File: src/rtl/selective_repeat_receiver_defines.svh
// Assertion macros shared by the receiver RTL.
// Each macro expects clk and rst_n in scope.
`ifndef SELECTIVE_REPEAT_RECEIVER_DEFINES_SVH
`define SELECTIVE_REPEAT_RECEIVER_DEFINES_SVH

// Same-cycle implication, disabled during reset
`define SRR_ASSERT_SAME(lbl, ante, cons, msg) \
    lbl: assert property (@(posedge clk) disable iff (!rst_n) (ante) |-> (cons)) \
        else $error(msg);

// Next-cycle implication, disabled during reset
`define SRR_ASSERT_NEXT(lbl, ante, cons, msg) \
    lbl: assert property (@(posedge clk) disable iff (!rst_n) (ante) |=> (cons)) \
        else $error(msg);

`endif

File: src/rtl/srr_pkg.sv
`timescale 1ns / 1ps

package srr_pkg;

    // Sequence space and field widths
    localparam int SEQ_W     = 4;
    localparam int SEQ_SPACE = 16;
    localparam int CFG_W     = 4;
    localparam int ACK_W     = 5;
    localparam int LEN_W     = 8;
    localparam int TAG_W     = 32;
    localparam int IN_DATA_W  = 48;
    localparam int OUT_DATA_W = 48;

    localparam logic [CFG_W-1:0] WIN_MIN     = 4'd1;
    localparam logic [CFG_W-1:0] WIN_MAX     = 4'd8;
    localparam logic [CFG_W-1:0] WIN_RESET   = 4'd4;
    localparam logic [LEN_W-1:0] PAYLOAD_MAX = 8'd128;
    localparam logic [ACK_W-1:0] NO_ACK      = 5'd16;

    // Result kinds
    localparam logic KIND_ACK  = 1'b0;
    localparam logic KIND_DATA = 1'b1;

    typedef enum logic [2:0] {
        S_IDLE,
        S_ACK1,
        S_CHECK,
        S_DELIV,
        S_FINAL
    } srr_state_t;

    // One stored packet
    typedef struct packed {
        logic [LEN_W-1:0] len;
        logic [TAG_W-1:0] tag;
    } srr_slot_t;

    // One result transaction
    typedef struct packed {
        logic             kind;
        logic [ACK_W-1:0] ack;
        logic [LEN_W-1:0] len;
        logic [TAG_W-1:0] tag;
        logic             last;
    } srr_result_t;

endpackage

File: src/rtl/srr_out_stage.sv
`timescale 1ns / 1ps

// Single-entry output register between the sequencer and the master stream
module srr_out_stage (
    input  logic                                clk,
    input  logic                                rst_n,
    input  logic                                push,
    input  srr_pkg::srr_result_t                result,
    output logic                                free,
    output logic                                m_axis_tvalid,
    input  logic                                m_axis_tready,
    // ack_number[4:0], data_len[12:5], data_tag[44:13], zero fill
    output logic [srr_pkg::OUT_DATA_W-1:0]      m_axis_tdata,
    // result_kind[0]
    output logic [0:0]                          m_axis_tuser,
    output logic                                m_axis_tlast
);
    import srr_pkg::*;

    logic        valid_reg;
    srr_result_t data_reg;

    // Slot can take a new result when empty or draining this cycle
    assign free = !valid_reg || m_axis_tready;

    always_ff @(posedge clk or negedge rst_n)
    begin
        if (!rst_n)
        begin
            valid_reg <= 1'b0;
        end
        else if (free)
        begin
            valid_reg <= push;
        end
    end

    // Payload needs no reset
    always_ff @(posedge clk)
    begin
        if (free && push)
        begin
            data_reg <= result;
        end
    end

    assign m_axis_tvalid = valid_reg;
    assign m_axis_tdata  = {{(OUT_DATA_W - ACK_W - LEN_W - TAG_W){1'b0}},
                            data_reg.tag, data_reg.len, data_reg.ack};
    assign m_axis_tuser  = data_reg.kind;
    assign m_axis_tlast  = data_reg.last;

endmodule

File: src/rtl/selective_repeat_receiver.sv
`timescale 1ns / 1ps
// Channel      Dir  Signals                               Contents
// s_axis       in   tvalid/tready/tdata[47:0]/tuser[0]    received packet header
// m_axis       out  tvalid/tready/tdata[47:0]/tuser[0]/   acknowledgements and
//                   tlast                                 delivered packets
// cfg          in   cfg_wr_en/cfg_wr_data[3:0]            window_size register
//
// Flow: a bad checksum is dropped; a good packet outside the window gets only
// the final ack; one in the window is stored and acked, each in-order slot is
// delivered (a registered slot memory read, then an emit), then the final ack.
// Reset: flags and expected number clear, last ack and window take their reset
// values at once; slot memory has no reset, read only after a slot's flag is set.
// Stalls: a full output register holds the sequencer; input is taken in idle.
`include "selective_repeat_receiver_defines.svh"

module selective_repeat_receiver (
    input  logic                                clk,
    input  logic                                rst_n,
    input  logic                                cfg_wr_en,
    input  logic [srr_pkg::CFG_W-1:0]           cfg_wr_data,
    input  logic                                s_axis_tvalid,
    output logic                                s_axis_tready,
    // seq_num[3:0], payload_len[11:4], payload_tag[43:12], zero fill
    input  logic [srr_pkg::IN_DATA_W-1:0]       s_axis_tdata,
    // check_ok[0]
    input  logic [0:0]                          s_axis_tuser,
    output logic                                m_axis_tvalid,
    input  logic                                m_axis_tready,
    // ack_number[4:0], data_len[12:5], data_tag[44:13], zero fill
    output logic [srr_pkg::OUT_DATA_W-1:0]      m_axis_tdata,
    // result_kind[0]
    output logic [0:0]                          m_axis_tuser,
    output logic                                m_axis_tlast
);
    import srr_pkg::*;

    srr_state_t           state_reg, state_next;
    logic [CFG_W-1:0]     window_reg;
    logic [SEQ_W-1:0]     expected_reg;
    logic [ACK_W-1:0]     last_ack_reg;
    logic [SEQ_SPACE-1:0] flags_reg;
    srr_slot_t            slot_mem [SEQ_SPACE];
    srr_slot_t            rd_data_reg;

    logic                 accept;
    logic [SEQ_W-1:0]     in_seq;
    logic [LEN_W-1:0]     in_len;
    logic [TAG_W-1:0]     in_tag;
    logic                 in_ok;
    logic [CFG_W-1:0]     win_eff;
    logic [SEQ_W-1:0]     seq_dist;
    logic                 in_win;
    logic [LEN_W-1:0]     len_sat;
    logic                 mem_we;
    logic                 mem_re;
    logic                 push;
    logic                 deliv;
    logic                 out_free;
    srr_result_t          result;

    // Input unpacking
    assign accept = s_axis_tvalid && s_axis_tready;
    assign in_seq = s_axis_tdata[SEQ_W-1:0];
    assign in_len = s_axis_tdata[SEQ_W+LEN_W-1:SEQ_W];
    assign in_tag = s_axis_tdata[SEQ_W+LEN_W+TAG_W-1:SEQ_W+LEN_W];
    assign in_ok  = s_axis_tuser[0];

    // Window test modulo the sequence space, window size clamped to WIN_MIN..WIN_MAX
    always_comb
    begin
        if (window_reg < WIN_MIN)
        begin
            win_eff = WIN_MIN;
        end
        else if (window_reg > WIN_MAX)
        begin
            win_eff = WIN_MAX;
        end
        else
        begin
            win_eff = window_reg;
        end
    end

    assign seq_dist = in_seq - expected_reg;
    assign in_win   = (seq_dist < win_eff);
    assign len_sat  = (in_len > PAYLOAD_MAX) ? PAYLOAD_MAX : in_len;

    // Next state
    always_comb
    begin
        state_next = state_reg;
        case (state_reg)
            S_IDLE:
            begin
                if (accept && in_ok)
                begin
                    state_next = in_win ? S_ACK1 : S_FINAL;
                end
            end
            S_ACK1:
            begin
                if (out_free)
                begin
                    state_next = S_CHECK;
                end
            end
            S_CHECK:
            begin
                state_next = flags_reg[expected_reg] ? S_DELIV : S_FINAL;
            end
            S_DELIV:
            begin
                if (out_free)
                begin
                    state_next = S_CHECK;
                end
            end
            S_FINAL:
            begin
                if (out_free)
                begin
                    state_next = S_IDLE;
                end
            end
            default:
            begin
                state_next = S_IDLE;
            end
        endcase
    end

    // Outputs of the sequencer
    always_comb
    begin
        s_axis_tready = 1'b0;
        mem_we        = 1'b0;
        mem_re        = 1'b0;
        push          = 1'b0;
        result.kind   = KIND_ACK;
        result.ack    = last_ack_reg;
        result.len    = '0;
        result.tag    = '0;
        result.last   = 1'b0;
        case (state_reg)
            S_IDLE:
            begin
                s_axis_tready = 1'b1;
                mem_we        = accept && in_ok && in_win;
            end
            S_ACK1:
            begin
                push = out_free;
            end
            S_CHECK:
            begin
                mem_re = flags_reg[expected_reg];
            end
            S_DELIV:
            begin
                push        = out_free;
                result.kind = KIND_DATA;
                result.ack  = '0;
                result.len  = rd_data_reg.len;
                result.tag  = rd_data_reg.tag;
            end
            S_FINAL:
            begin
                push        = out_free;
                result.last = 1'b1;
            end
            default:
            begin
                push = 1'b0;
            end
        endcase
    end

    // A delivery transaction leaves the sequencer
    assign deliv = push && (result.kind == KIND_DATA);

    // Control registers
    always_ff @(posedge clk or negedge rst_n)
    begin
        if (!rst_n)
        begin
            state_reg    <= S_IDLE;
            window_reg   <= WIN_RESET;
            expected_reg <= '0;
            last_ack_reg <= NO_ACK;
            flags_reg    <= '0;
        end
        else
        begin
            state_reg <= state_next;
            if (cfg_wr_en)
            begin
                window_reg <= cfg_wr_data;
            end
            if (mem_we)
            begin
                flags_reg[in_seq] <= 1'b1;
                last_ack_reg      <= {{(ACK_W - SEQ_W){1'b0}}, in_seq};
            end
            if (deliv)
            begin
                flags_reg[expected_reg] <= 1'b0;
                expected_reg            <= expected_reg + 1'b1;
            end
        end
    end

    // Slot memory: write on store, registered read of the expected slot
    always_ff @(posedge clk)
    begin
        if (mem_we)
        begin
            slot_mem[in_seq] <= '{len: len_sat, tag: in_tag};
        end
        if (mem_re)
        begin
            rd_data_reg <= slot_mem[expected_reg];
        end
    end

    srr_out_stage u_out (
        .clk           (clk),
        .rst_n         (rst_n),
        .push          (push),
        .result        (result),
        .free          (out_free),
        .m_axis_tvalid (m_axis_tvalid),
        .m_axis_tready (m_axis_tready),
        .m_axis_tdata  (m_axis_tdata),
        .m_axis_tuser  (m_axis_tuser),
        .m_axis_tlast  (m_axis_tlast)
    );

    // Checks
    `SRR_ASSERT_SAME(a_deliv_flag, deliv, flags_reg[expected_reg], "delivery from an empty slot")
    `SRR_ASSERT_NEXT(a_last_idle, push && result.last, state_reg == S_IDLE,
        "sequencer not idle after final result")
    `SRR_ASSERT_NEXT(a_exp_stable, !deliv, $stable(expected_reg),
        "expected number moved without a delivery")

endmodule
File: config.mk
export PLATFORM = sky130hd
export DESIGN_NAME = selective_repeat_receiver
export DESIGN_NICKNAME = d
export VERILOG_FILES = /design/src/rtl/srr_pkg.sv /design/src/rtl/srr_out_stage.sv /design/src/rtl/selective_repeat_receiver.sv
export VERILOG_INCLUDE_DIRS = /design/src /design/src/rtl
export SDC_FILE = /design/constraint.sdc
export NUM_CORES = 1
export LEC_CHECK = 0
export ABC_AREA = 1
export BUFFER_PORTS_ARGS = -buffer_cell sky130_fd_sc_hd__buf_2
export CAP_MARGIN = 20
export CORE_MARGIN = 2
export CORE_UTILIZATION = 42
export DETAILED_ROUTE_END_ITERATION = 16
export GPL_ROUTABILITY_DRIVEN = 0
export PLACE_DENSITY_LB_ADDON = 0.08
export SYNTH_ARGS = -nofsm -noshare
export SYNTH_HDL_FRONTEND = slang
export SYNTH_SLANG_ARGS = --single-unit
File: constraint.sdc
create_clock -name clk -period 10 [get_ports clk]
set_input_delay 0.5 -clock clk [delete_from_list [all_inputs] [get_ports clk]]
set_output_delay 0.5 -clock clk [all_outputs]
set_load 0.01 [all_outputs]
Word level (Yosys, flattened, before mapping)
Memories as Yosys holds them, arrays and structs flattened. A register that Yosys moved wholly into a read port is not among the register bits. Cells that the tools add are included.

Memories kept: 1. Output and inout port bits: 52. Memory bits (writable): 640. Word-level logic and storage cells: 70. ROM bits: 0. Input port bits: 58. Register bits: 80. Bits in latches: 0.

Bitwise operators: 3. Eq/ne operators: 7. Shift-type cells: 0. Muxes and demuxes: 25. Reduce and logical (&&, ||, !) cells: 13. $add $sub $neg: 2. Multipliers: 0. Div/mod/pow operators: 0. Magnitude comparators: 8.

Memories: slot_mem (words 16, width 40, read ports 1, clocked after Yosys merged registers in 1, write ports 1, line selective_repeat_receiver.sv:42) `srr_slot_t slot_mem [SEQ_SPACE];`.

Operator list (count): 2-to-1 mux 46 bit (1); 2-to-1 mux 16 bit (2); bitwise AND 16 bit (1); inverter 16 bit (1); bitwise OR 16 bit (1); 2-to-1 mux 3 bit (5); one-hot mux 3 bit (4 select lines) (1); less-than comparator 4 x 5 -> 1 bit, second input constant (2); 2-to-1 mux 1 bit (10); demux 1 bit (select 4 bit) (2); >= comparator 4 x 1 -> 1 bit, second input constant (2); greater-than comparator 8 bit, second input constant (1); 2-to-1 mux 4 bit (2); 2-to-1 mux 8 bit (1); logical AND 1 bit (7); equality test 3 x 2 -> 1 bit, second input constant (2); adder 4 x 1 -> 4 bit, second input constant (1); binary-select mux 1 bit (select 4 bit) (1); greater-than comparator 4 bit, second input constant (1); less-than comparator 4 x 1 -> 1 bit, second input constant (1); less-than comparator 4 bit (1); != test 2 x 1 -> 1 bit, second input constant (2); subtractor 4 bit (1); equality test 3 x 1 -> 1 bit, second input constant (1); other kinds (8) (8).

Depth between registers and ports, before layout
Word-level depth: 9. Gate-level depth with buffers: 16. Depth with buffers taken out: 15.

Modules after synthesis
From an unflattened synthesis, not the netlist that was laid out.

Cell total of the unflattened synthesis: 2281. Area, all modules: 29758.5 µm².

By module, submodules not included: selective_repeat_receiver (area each 28275.9 µm², instances 1, seq. area each 21222.9 µm², cells each 2224); srr_out_stage (area each 1482.7 µm², instances 1, seq. area each 1436.4 µm², cells each 57).

Worst setup path before layout
No wires, ideal clock.

Path type: reg2reg. Start: reg expected_reg[1]. End: mem slot_mem[10][0] in the netlist's numbering (enable). Path buffers: 3. Clock period less this slack: 3828 ps. Arrival time: 3434 ps. Data required time: 9606 ps. Cell stages (with the launch flop): 13. Setup slack: 6172 ps. Setup time: 394 ps. Cell sequence: dfrtp_1 -> inv_1 -> buf_2 -> clkbuf_1 -> ha_1 -> nand3_1 -> nand2_1 -> xor2_1 -> ha_1 -> a21oi_2 -> clkbuf_1 -> nand4_1 -> inv_1.

Word-level cells in the longest chain between the ends: 6.

RTL lines: from (decl) (line selective_repeat_receiver.sv:39) `logic [SEQ_W-1:0] expected_reg;`; from (signal assigned) (line selective_repeat_receiver.sv:208) `expected_reg <= expected_reg + 1'b1;`; subtractor 4 bit (line selective_repeat_receiver.sv:85) `assign seq_dist = in_seq - expected_reg;`; less-than comparator 4 bit (line selective_repeat_receiver.sv:86) `assign in_win = (seq_dist < win_eff);`; logical AND 1 bit (line selective_repeat_receiver.sv:149) `mem_we = accept && in_ok && in_win;`; 2-to-1 mux 1 bit (line selective_repeat_receiver.sv:145) `case (state_reg)`; 2-to-1 mux 1 bit (line selective_repeat_receiver.sv:216) `if (mem_we)`; 2-to-1 mux 1 bit (implied by the code) (line selective_repeat_receiver.sv:218) `slot_mem[in_seq] <= '{len: len_sat, tag: in_tag};`; to (decl) (line selective_repeat_receiver.sv:42).

No other way between the ends.

Worst setup path in the final report
Start: reg expected_reg[1]. End: mem slot_mem[4][6] in the netlist's numbering (enable).

The elaborated chain is that of the path after synthesis.

==> qor.tcl <==
set qor(most_used_flip_flop_cell_after_synthesis) {sky130_fd_sc_hd__edfxtp_1}
set qor(status) {finished clean}
set qor(clkTransAtPathRegs_ns) 0.06
set qor(critical_path.max_fanout) 40
set qor(viasPerCell) 5.39
set qor(hold_class) {primary input to flip-flop}
set qor(drt-total-wl_mm) 76.5
set qor(io_pins) 110
set qor(ffs_w_async_s_r_synth) 0.0434
set qor(cp_data_required_time_ns) 10.25
set qor(clock_period_minus_final_worst_setup_slack_ns) 4.63
set qor(synthTopCellsByArea) {sky130_fd_sc_hd__edfxtp_1 74%, sky130_fd_sc_hd__o21ai_0 5.5%, sky130_fd_sc_hd__nor2_1 5.1%}
set qor(critical_path.top_delay_family) {buffers and inverters}
set qor(fp.coreArea_mm2) 0.0699
set qor(die_width_um) 270
set qor(worst_ep_arrival_time_ns) 4.88
set qor(drt-pass1-iter-count) 5
set qor(fp-row-count) 97
set qor(final_max_slew_viol_count) 0
set qor(fin_tns_setup_ns) 0
set qor(power-per-cell-area_mw_per_mm2) 263
set qor(synth.cell_area_mm2) 0.0296
set qor(final_setup_skew_ns) 0.0197
set qor(first_pass_grt_wire_length_mm) 112
set qor(postSynthAreaPerCell_um2) 13.1
set qor(start_util) 0.424
set qor(vdd_drop_max_uv) 177
set qor(ys_top_cells_by_count) {727 x sky130_fd_sc_hd__edfxtp_1, 403 x sky130_fd_sc_hd__nor2_1, 328 x sky130_fd_sc_hd__o21ai_0}
set qor(element_type_at_the_critical_path_start) {flip-flop}
set qor(layout_cell_share_with_drive_strength_beyond_1) 0.117
set qor(first_global_vias) 17300
set qor(critPathMostFrequentCell) {sky130_fd_sc_hd__ha_1}
set qor(tritoncts) {built}
set qor(timing.setup.critical_path_class) {flip-flop to flip-flop}
set qor(dr_total_vias) 18000
set qor(synth.yosys.seq_area_share) 0.765
set qor(post-route-util) 0.481
set qor(synth_edf_count) 727
set qor(synth_largest_type_area_fraction) 0.737
set qor(cp.buffers_inverters) 3
set qor(crit_slowest_cell) {sky130_fd_sc_hd__dfrtp_4}
set qor(synth-seq-cells) 760
set qor(drc) 0
set qor(die_h_um) 270
set qor(crit_path_max_incr_delay_ns) 0.71
set qor(grt_start_max_net_pins) 212
set qor(place_ws_ns) 5.30
set qor(htreeDepth) 3
set qor(post_cts_resized) 0
set qor(yosys.area.top_type) {sky130_fd_sc_hd__edfxtp_1}
set qor(final.period_utilization) 0.463
set qor(synth_most_common_cell) {sky130_fd_sc_hd__edfxtp_1}
set qor(antenna_violations_before_repair) 5
set qor(grtUsageTotal) 0.208
set qor(whs_path_depth) 3
set qor(synth_warnings) 0
set qor(cellLeakagePower_nw) 11.5
set qor(drv.max_cap_violation_count) 0
set qor(largest_reg_flops) 640
set qor(final.setup.worst_slack_ns) 5.37
set qor(setup.worst_path.end_class) {flip-flop}
set qor(worst_pin_slew_ns) 1.01
set qor(crit_path_cell_trace) {inv_4, ha_1, nand3_1, nand2_1, xor2_1, ha_1, a21oi_2, nand4_1, inv_2, buf_4}
set qor(route.antenna.remaining_nets) 0
set qor(hpwlAfterDp_mm) 36.3
set qor(post_drt_wl_per_cell_um) 22.9
set qor(filler_cell_count) 6215
set qor(root_buffer) {sky130_fd_sc_hd__clkbuf_16}
set qor(r2r.worst_path.cells) 10
set qor(grt_setup_unrepaired) {false}
set qor(global_route.overflow_total) 0
set qor(synth_cell_type_count) 35
set qor(syn-instance-count) 2252
set qor(area_growth_syn_to_layout_pct) 13.6
set qor(die-area_mm2) 0.0726
set qor(worstSetupPathDepth) 10
set qor(timing.slew.headroom) 0.327
set qor(timing.final.setup_violations) 0
set qor(detail_route.iter0.violations) 1529
set qor(numClockSinks) 760
set qor(numPortBuffers) 102
set qor(max_clock_freq_mhz) 216
set qor(nNetsFinal) 2407
set qor(finalHoldViolations) 0
set qor(max-clock-path-buffers) 3
set qor(cts_made_buffers) 80
set qor(clock_insertion_delay_worst_skew_ns) 0.61
layout by cell type, fill, tap and decap left out, drive strengths merged:
| cell | n |
|---|---|
| xnor2 | 1 |
| a221oi | 1 |
| o22ai | 160 |
| fa | 1 |
| bufinv | 9 |
| nand3 | 13 |
| a21oi | 3 |
| o21a | 1 |
| nand4 | 57 |
| nor4 | 1 |
| nor3 | 5 |
| or2 | 1 |
| clkinv | 38 |
| mux2 | 2 |
| a22oi | 16 |
| clkbuf | 97 |
| dlygate4sd3 | 1 |
| dfstp | 2 |
| diode | 1 |
| buf | 137 |
| nand2 | 225 |
| conb | 3 |
| clkinvlp | 2 |
| edfxtp | 727 |
| o21ai | 329 |
| xor2 | 5 |
| dfrtp | 31 |
| ha | 10 |
| nor2 | 405 |
| inv | 120 |
stage by stage:
step / hold WS (ns) / cell area [µm²] / instances / power (mW)
after detailed placement: 0.443 / 31000 / 3189 / 5.99
after floorplan: 0.204 / 29600 / 2254 / 5.31
after global placement: 0.443 / 31000 / 3189 / 5.97
after CTS: 0.0681 / 33500 / 3337 / 8.92
final: 0.109 / 33600 / 3344 / 8.84
after global routing: 0.118 / 33600 / 3344 / 9.28
cell type report:
cell class | instances | area [µm²] | area share
sequential | 760 | 22700 | 0.674
multi-input combinational | 1239 | 5900 | 0.176
clock buffer | 96 | 2100 | 0.0626
tap | 940 | 1180 | 0.0350
timing repair buffer | 139 | 846 | 0.0252
clock inverter | 51 | 472 | 0.0140
inverter | 118 | 453 | 0.0135
antenna | 1 | 2.50 | 0.0000744
report_power, final:
part | leakage, nW | internal [mW] | switching [mW]
Sequential | 6.93 | 3.71 | 0.115
Combinational | 3.32 | 0.610 | 1.48
Clock | 1.25 | 1.73 | 1.20
Total | 11.5 | 6.05 | 2.79
tightest hold or removal path: cells and delay by family:
family,cells,cell delay [ns]
buf+inv,1,0.08
compound gates,1,0.05
simple gates,1,0.04
metal layers:
| layer | track usage | wire (µm) | vias to the layer above |
|---|---|---|---|
| li1 | - | - | 8340 |
| met1 | 0.299 | 35900 | 9145 |
| met2 | 0.335 | 35800 | 448 |
| met3 | 0.0296 | 3570 | 93 |
| met4 | 0.0512 | 1190 | 6 |
| met5 | 0 | 47 | - |
cells by family after synthesis:
logic type	Yosys count	synth area share
compound gates	510	0.0948
xor+xnor	6	0.00177
fa+ha+maj	11	0.00490
buf+inv	255	0.0366
flops	760	0.765
mux	2	0.000761
other cells	1	0.000127
simple gates	707	0.0958
worst paths after layout:
check	endpoint	start	slack [ns]
max	slot_mem[4][6]	expected_reg[1]	5.37
min	window_reg[0]	cfg_wr_data[0]	0.11
max reg2reg	slot_mem[4][6]	expected_reg[1]	5.37
min reg2reg	last_ack_reg[4]	last_ack_reg[4]	0.45
max in group asynchronous	expected_reg[0]	rst_n	8.90
min in group asynchronous	expected_reg[3]	rst_n	0.51
repair_timing:
item                                   4_1_cts  5_1_grt
hold buffers                                 1        0
setup buffers                                0        0
endpoints found under the hold margin       31        0
No activity file was read; power rests on OpenSTA's default activity.
